### src/rtl/ntp_pkg.sv
`timescale 1ns / 1ps
// ntp_pkg: shared types and constants of the note on/off pairing block
// used by ntp_front, ntp_back and note_on_off_pairing; depends on nothing

package ntp_pkg;

   localparam int TICK_W     = 31;
   localparam int CHAN_W     = 4;
   localparam int KEY_W      = 7;
   localparam int VEL_W      = 7;
   localparam int OUT_CHAN_W = 5;

   // event kind codes on req_type
   localparam logic REQ_NOTE_ON  = 1'b0;
   localparam logic REQ_NOTE_OFF = 1'b1;

   // result kind codes on rsp_result_kind
   localparam logic KIND_NOTE = 1'b0;
   localparam logic KIND_DROP = 1'b1;

   // classified event handed from the front to the back
   typedef struct packed {
      logic              is_off;
      logic [CHAN_W-1:0] chan;
      logic [KEY_W-1:0]  key;
      logic [TICK_W-1:0] tick;
   } ntp_item_type;

   typedef enum logic [1:0] {
      ST_CLEAR,
      ST_IDLE,
      ST_EXEC,
      ST_STORE
   } back_state_type;

endpackage

### src/rtl/ntp_front.sv
`timescale 1ns / 1ps
// ntp_front: accepts events, classifies them and queues them for the back
// depends on ntp_pkg

module ntp_front #(
   parameter int CHANNEL_COUNT = 16,
   parameter int KEY_COUNT     = 128
) (
   input  logic                         clock,
   input  logic                         reset,
   input  logic                         req_valid,
   output logic                         req_stall,
   input  logic                         req_type,
   input  logic [ntp_pkg::CHAN_W-1:0]   req_chan,
   input  logic [ntp_pkg::KEY_W-1:0]    req_note_key,
   input  logic [ntp_pkg::VEL_W-1:0]    req_velocity,
   input  logic [ntp_pkg::TICK_W-1:0]   req_event_tick,
   input  logic                         clearing,
   output logic                         item_valid,
   output ntp_pkg::ntp_item_type        item,
   input  logic                         item_take
);
   import ntp_pkg::*;

   localparam logic [CHAN_W:0] CHAN_LIMIT = (CHAN_W + 1)'(CHANNEL_COUNT);
   localparam logic [KEY_W:0]  KEY_LIMIT  = (KEY_W + 1)'(KEY_COUNT);

   ntp_item_type fifo_ff [2];
   logic         wr_ptr_ff, wr_ptr_in;
   logic         rd_ptr_ff, rd_ptr_in;
   logic [1:0]   count_ff, count_in;
   logic         in_range;
   logic         push;
   ntp_item_type new_item;

   assign req_stall = (count_ff == 2'd2) || clearing;

   // events outside the configured channels or keys are taken and dropped
   assign in_range = ({1'b0, req_chan} < CHAN_LIMIT) && ({1'b0, req_note_key} < KEY_LIMIT);
   assign push     = req_valid && !req_stall && in_range;

   always_comb begin
      new_item.is_off = (req_type == REQ_NOTE_OFF) || (req_velocity == '0);
      new_item.chan   = req_chan;
      new_item.key    = req_note_key;
      new_item.tick   = req_event_tick;
   end

   assign item_valid = (count_ff != 2'd0);
   assign item       = fifo_ff[rd_ptr_ff];

   always_comb begin
      wr_ptr_in = push ? ~wr_ptr_ff : wr_ptr_ff;
      rd_ptr_in = item_take ? ~rd_ptr_ff : rd_ptr_ff;
      count_in  = count_ff + 2'(push) - 2'(item_take);
   end

   always_ff @(posedge clock) begin
      if (reset) begin
         wr_ptr_ff <= 1'b0;
         rd_ptr_ff <= 1'b0;
         count_ff  <= 2'd0;
      end else begin
         wr_ptr_ff <= wr_ptr_in;
         rd_ptr_ff <= rd_ptr_in;
         count_ff  <= count_in;
      end
   end

   always_ff @(posedge clock) begin
      if (push) begin
         fifo_ff[wr_ptr_ff] <= new_item;
      end
   end

endmodule

### config.mk
export PLATFORM = sky130hd
export DESIGN_NAME = ntp_front
export DESIGN_NICKNAME = d
export VERILOG_FILES = /design/src/rtl/ntp_pkg.sv /design/src/rtl/ntp_front.sv
export SDC_FILE = /design/constraint.sdc
export NUM_CORES = 1
export LEC_CHECK = 0
export BUFFER_PORTS_ARGS = -buffer_cell sky130_fd_sc_hd__buf_2
export CAP_MARGIN = 10
export CORE_MARGIN = 2
export CORE_UTILIZATION = 39
export DETAILED_ROUTE_END_ITERATION = 16
export GPL_ROUTABILITY_DRIVEN = 0
export GPL_TIMING_DRIVEN = 0
export SYNTH_ARGS = -nofsm -noshare
export SYNTH_HDL_FRONTEND = slang
export SYNTH_SLANG_ARGS = --single-unit
### constraint.sdc
create_clock -name clock -period 2.9 [get_ports clock]
set_input_delay 0.29 -clock clock [delete_from_list [all_inputs] [get_ports clock]]
set_output_delay 0.29 -clock clock [all_outputs]
set_load 0.05 [all_outputs]
==> impl_metrics.py, run 1 <==
metrics = {
    "synthesis": {
        "synth_cell_types": 19,
        "avgSynthCellArea_um2": 22.0,
        "syn_nets": 219,
        "ys_seq_elements": 91,
        "syn_inst": 162,
        "netlist_area_um2": 3560,
        "synth_edf_count": 86,
        "ys_warn_count": 0,
        "synth-async-reset-ratio_pct": 0,
        "ys_seq_area_share_pct": 75.3,
        "ys.flop_type": "edfxtp_1",
    },
    "power": {
        "ir_drop_mv": 0.240,
        "share_seq_of_total_power_pct": 52.8,
        "combPwrFrac_pct": 22.0,
        "switching_share_pct": 29.4,
        "p_per_area_nw_per_um2": 662,
        "p_int_mw": 2.06,
        "clockPowerShare_pct": 25.2,
        "p_sw_mw": 0.860,
        "p_leak_nw": 1.75,
    },
    "timing": {
        "setup_viol": 0,
        "fin_setup_tns_ps": 0,
        "fin_crit_ps": 1820,
        "drv_slew": 0,
        "period_share_pct": 62.8,
        "setup_ws_ps": 1080,
        "max_freq_ghz": 0.550,
        "final-hold-violation-count": 0,
        "max_slew_margin_pct": 54.5,
        "max_slew.worst_pin.slew_ps": 681,
        "fin_skew_ps": 6.87,
        "rsz0062_at_grt": "no",
    },
    "global_routing": {
        "grt_overflow_total": 0,
        "gr-usage-all-layers_pct": 12.2,
        "antenna_found_initial": 0,
        "grt_pass1_vias": 1753,
        "grt_first_pass_wirelength_mm": 9.03,
        "grt_max_degree": 24,
    },
    "clock_network": {
        "cts_buffers": 9,
        "clock_latency_ps": 340,
        "clk_pin_slew_ps": 90,
        "cts_tree": "built",
        "cts_hold_buf": 0,
        "cts-resized-gates": 0,
        "cts_buffer_depth": 2,
        "post_cts_buffers": 0,
        "clock_sinks": 91,
        "clockRootBuffer": "clkbuf_8",
        "htreeDepth": 3,
    },
    "setup_path": {
        "worstSetupEndpointType": "primary output",
        "crit_chain": "buf_6, buf_12, mux2_4, buf_2",
        "reg2reg_setup_slack_ps": 1080,
        "path_max_fanout": 10,
        "crit_path_max_incr_delay_ps": 330,
        "crit_arrival_ps": 1530,
        "cp.required_ps": 2610,
        "path_class": "reg -> out",
        "critPathLaunchType": "flop",
        "crit_slowest_cell": "dfxtp_1",
    },
    "detailed_routing": {
        "viasPerCell": 4.60,
        "met1_length_mm": 2.44,
        "drtAntennaViolNets": 0,
        "maxUsedRoutingLayer": "met4",
        "drt-pass1-iter-count": 4,
        "dr_wl_met2_mm": 2.98,
        "drt_iter0_drc": 45,
        "vias": 1780,
        "drt_wl_total_mm": 5.86,
        "drc": 0,
        "met3_length_um": 327,
        "wl_per_cell_um": 15.1,
    },
    "finish": {
        "final_cell_count_no_fill": 387,
        "drive_above_1_share_pct": 60.6,
        "final_nets": 331,
        "ff_latch_area_um2": 2680,
        "fin_area_um2": 4420,
        "fin_util_pct": 50.2,
        "fill_cells": 757,
        "diodes": 0,
        "area_growth_syn_to_layout_pct": 24.0,
        "multi_input_area_um2": 798,
    },
    "die": {
        "ios": 100,
        "coreArea_um2": 8810,
        "die_w_um": 99.6,
        "row_count": 34,
        "initial_utilization_pct": 40.5,
        "fp.dieH_um": 99.6,
        "die-area_um2": 9920,
    },
    "placed_design": {
        "placed_area_um2": 4250,
        "place_hpwl_mm": 4.05,
        "port_buffers": 99,
        "dpl.cell_count": 371,
        "post-place-ws_ps": 978,
    },
    "worst_hold_path": {
        "hold_class": "in -> reg",
    },
    "status": {
        "status": "finished clean",
    },
    "run": {
        "max_cap_violations": 0,
    },
}
[critical path, delay by kind of cell (launching register included)]
kind	cells	cell delay, ps
flip-flops	1	330
multiplexers	1	310
buffers and inverters	3	540
[stage by stage]
step	power [mW]	hold slack, ps
finish	2.92	128
global route	3.05	104
CTS	2.97	104
detailed placement	2.23	481
global placement	2.21	478
floorplan	2.08	362
[flip-flops by register name, indices dropped and copies added (netlist names), named ones only]
name       flops
fifo_ff       86
wr_ptr_ff      1
rd_ptr_ff      1
count_ff       2
[worst paths after layout]
path,endpoint,cells past startpoint,start
max,item[8],4,flop
max reg2reg,fifo_ff[1][1],4,count_ff[0]
min,fifo_ff[0][32],1,req_note_key[1]
min reg2reg,flop,2,rd_ptr_ff
[logic make-up after synthesis]
kind of cell,synth area share [%]
AO/OA/AOI/OAI,0.211
XOR/XNOR,0.737
adder cells (fa/ha/maj),0.702
buffers and inverters,2.77
flip-flops,75.3
multiplexers,18.2
AND/OR/NAND/NOR,2.11
[synthesized netlist by cell type, types with 2 or more instances]
library cell	n	area, µm²
dfxtp_1	5	100
inv_1	2	7.51
nor2_1	7	26.3
xnor2_1	2	17.5
mux2_4	41	616
edfxtp_1	86	2580
mux2_2	3	33.8
buf_12	4	80.1
ha_1	2	25.0
[final cells by class]
| type | count | share of cell area, % |
|---|---|---|
| tap | 108 | 3.06 |
| buffer | 5 | 2.07 |
| inverter | 2 | 0.170 |
| clock buffer | 10 | 2.89 |
| clock inverter | 6 | 0.934 |
| timing repair buffer | 101 | 12.1 |
| sequential | 91 | 60.7 |
| multi-input combinational | 64 | 18.1 |
[power groups by stage]
stage / clock (mW) / sequential [mW] / combinational [mW]
after detailed placement: 0 / 1.58 / 0.653
after CTS: 0.771 / 1.55 / 0.654
after global placement: 0 / 1.58 / 0.632
after global routing: 0.823 / 1.55 / 0.679
after floorplan: 0 / 1.57 / 0.502
final: 0.737 / 1.54 / 0.643
[cell usage in the layout, fill, tap and decap left out, drive strengths merged]
cell type,instances
mux2,44
dfxtp,5
clkinv,2
clkbuf,10
nand2b,1
nand3b,1
or2b,1
nor2,7
nor2b,1
xor2,1
a21o,1
nor3,1
clkinvlp,3
edfxtp,86
ha,2
or2,1
inv,3
xnor2,2
nor4,1
buf,106
[layer usage]
layer / vias to the layer above / GRT usage (%)
met5: - / 0
met3: 10 / 3.30
li1: 846 / -
met1: 861 / 15.0
met4: 0 / 6.01
met2: 63 / 19.9
No activity file was read; power rests on OpenSTA's default activity.
==> run 2, diff against run 1 <==
- clock period: 2.9 -> 1.6 ns (I/O delays scaled with it)
==> impl_metrics.py, run 2 (synthesized netlist as in run 1, its figures left out) <==
metrics = {
    "die": {
        "die_w_um": 99.6,
        "ios": 100,
        "row_count": 34,
        "coreArea_um2": 8810,
        "initial_utilization_pct": 40.5,
        "fp.dieH_um": 99.6,
        "die-area_um2": 9920,
    },
    "detailed_routing": {
        "met3_length_um": 247,
        "met1_length_mm": 2.95,
        "viasPerCell": 4.50,
        "vias": 1976,
        "drt_iter0_drc": 36,
        "maxUsedRoutingLayer": "met4",
        "drtAntennaViolNets": 0,
        "dr_wl_met2_mm": 3.54,
        "wl_per_cell_um": 15.5,
        "drt-pass1-iter-count": 4,
        "drt_wl_total_mm": 6.81,
        "drc": 0,
    },
    "finish": {
        "final_cell_mix": "edfxtp_1 (86), buf_2 (57), mux2_4 (43)",
        "largest_reg_flops": 86,
        "top_regs": "fifo_ff x86, count_ff x2",
        "final_nets": 383,
        "fin_util_pct": 59.6,
        "final_common_cell": "edfxtp_1",
        "regMostFlops": "fifo_ff",
        "drive_above_1_share_pct": 54.1,
        "area_growth_syn_to_layout_pct": 47.2,
        "diodes": 0,
    },
    "setup_path": {
        "crit_chain": "buf_12, buf_12, mux2_4, buf_6",
        "crit_arrival_ps": 1460,
        "cpLargestDelayFamily": "buffers and inverters",
        "crit_slowest_cell": "dfxtp_2",
        "critPathBufInv": 3,
        "path_class": "reg -> out",
        "worstSetupEndpointType": "primary output",
        "crit_path_max_incr_delay_ps": 350,
        "path_max_fanout": 10,
        "crit_top_cell": "buf_12",
        "cp.required_ps": 1440,
        "critPathLaunchType": "flop",
    },
    "clock_network": {
        "clockRootBuffer": "clkbuf_8",
        "cts_tree": "built",
        "clock_sinks": 91,
        "clk_pin_slew_ps": 80,
        "cts_buffers": 9,
        "cts_buffer_depth": 2,
        "htreeDepth": 3,
        "clock_latency_ps": 340,
    },
    "timing": {
        "setup_viol": 18,
        "period_share_pct": 101,
        "final-hold-violation-count": 0,
        "max_slew_margin_pct": 76.4,
        "fin_crit_ps": 1620,
        "rsz0062_at_grt": "yes",
        "holdWs_ps": 58.8,
        "max_freq_ghz": 0.619,
        "setup_ws_ps": -15.6,
        "drv_slew": 0,
        "max_slew.worst_pin.slew_ps": 353,
        "fin_skew_ps": 12.5,
    },
    "run": {
        "max_cap_violations": 0,
    },
    "status": {
        "violations": "negative setup slack",
        "status": "complete, but fails checks",
    },
    "power": {
        "p_leak_nw": 2.09,
        "p_per_area_nw_per_um2": 1070,
        "ir_drop_mv": 0.505,
        "power_mw": 5.61,
    },
    "worst_hold_path": {
        "hold_class": "in -> reg",
    },
    "placed_design": {
        "place_hpwl_mm": 4.15,
        "post-place-ws_ps": -151,
        "port_buffers": 99,
    },
    "global_routing": {
        "grt_first_pass_wirelength_mm": 10.3,
        "gr-usage-all-layers_pct": 13.9,
        "grt_pass1_vias": 2032,
        "grt_overflow_total": 0,
        "antenna_found_initial": 0,
        "grt_max_degree": 28,
    },
}
[run 2: repair_timing]
action,4_1_cts,5_1_grt
endpoints found under the hold margin,72,11
cloned,2,0
pin swaps,3,0
buffers inserted,5,3
gates resized for setup,88,5
hold buffers,36,6
setup endpoints to repair,90,43
[run 2: per-stage QoR]
| step | setup TNS (ps) | instance area (µm²) | cells |
|---|---|---|---|
| detailed placement | -6150 | 4270 | 371 |
| global route | -2010 | 5250 | 439 |
| finish | -113 | 5250 | 439 |
| CTS | -1160 | 5150 | 430 |
| floorplan | -2870 | 3600 | 162 |
| global placement | -40110 | 4230 | 369 |
[run 2: worst paths after layout]
path	from	endpoint	slack (ps)	cells after the start
worst max register to register	count_ff[0]	fifo_ff[0][10]	70	6
worst min-delay path	reset	flop	60	2
worst min register to register	rd_ptr_ff	rd_ptr_ff	520	2
worst max-delay path	flop	item[6]	-20	4
[run 2: per-layer routing]
layer | global-route usage, % | vias to the layer above
li1 | - | 954
met1 | 16.5 | 960
met2 | 24.1 | 56
met3 | 3.79 | 6
met4 | 5.06 | 0
met5 | 0 | -
[run 2: area by class of cell]
| class | instances | area, µm² |
|---|---|---|
| Clock inverter | 5 | 30.0 |
| Fill cell | 680 | 3560 |
| Tap cell | 108 | 135 |
| Sequential cell | 91 | 2690 |
| Multi-Input combinational cell | 65 | 833 |
| Inverter | 2 | 7.51 |
| Buffer | 5 | 100 |
| Clock buffer | 11 | 131 |
| Timing Repair Buffer | 152 | 1330 |
[run 2: where the power goes]
part / switching [mW] / total, mW / internal, mW
combinational: 0.819 / 1.51 / 0.687
clock: 0.744 / 1.30 / 0.556
sequential: 0.0445 / 2.81 / 2.76
total: 1.61 / 5.61 / 4.00
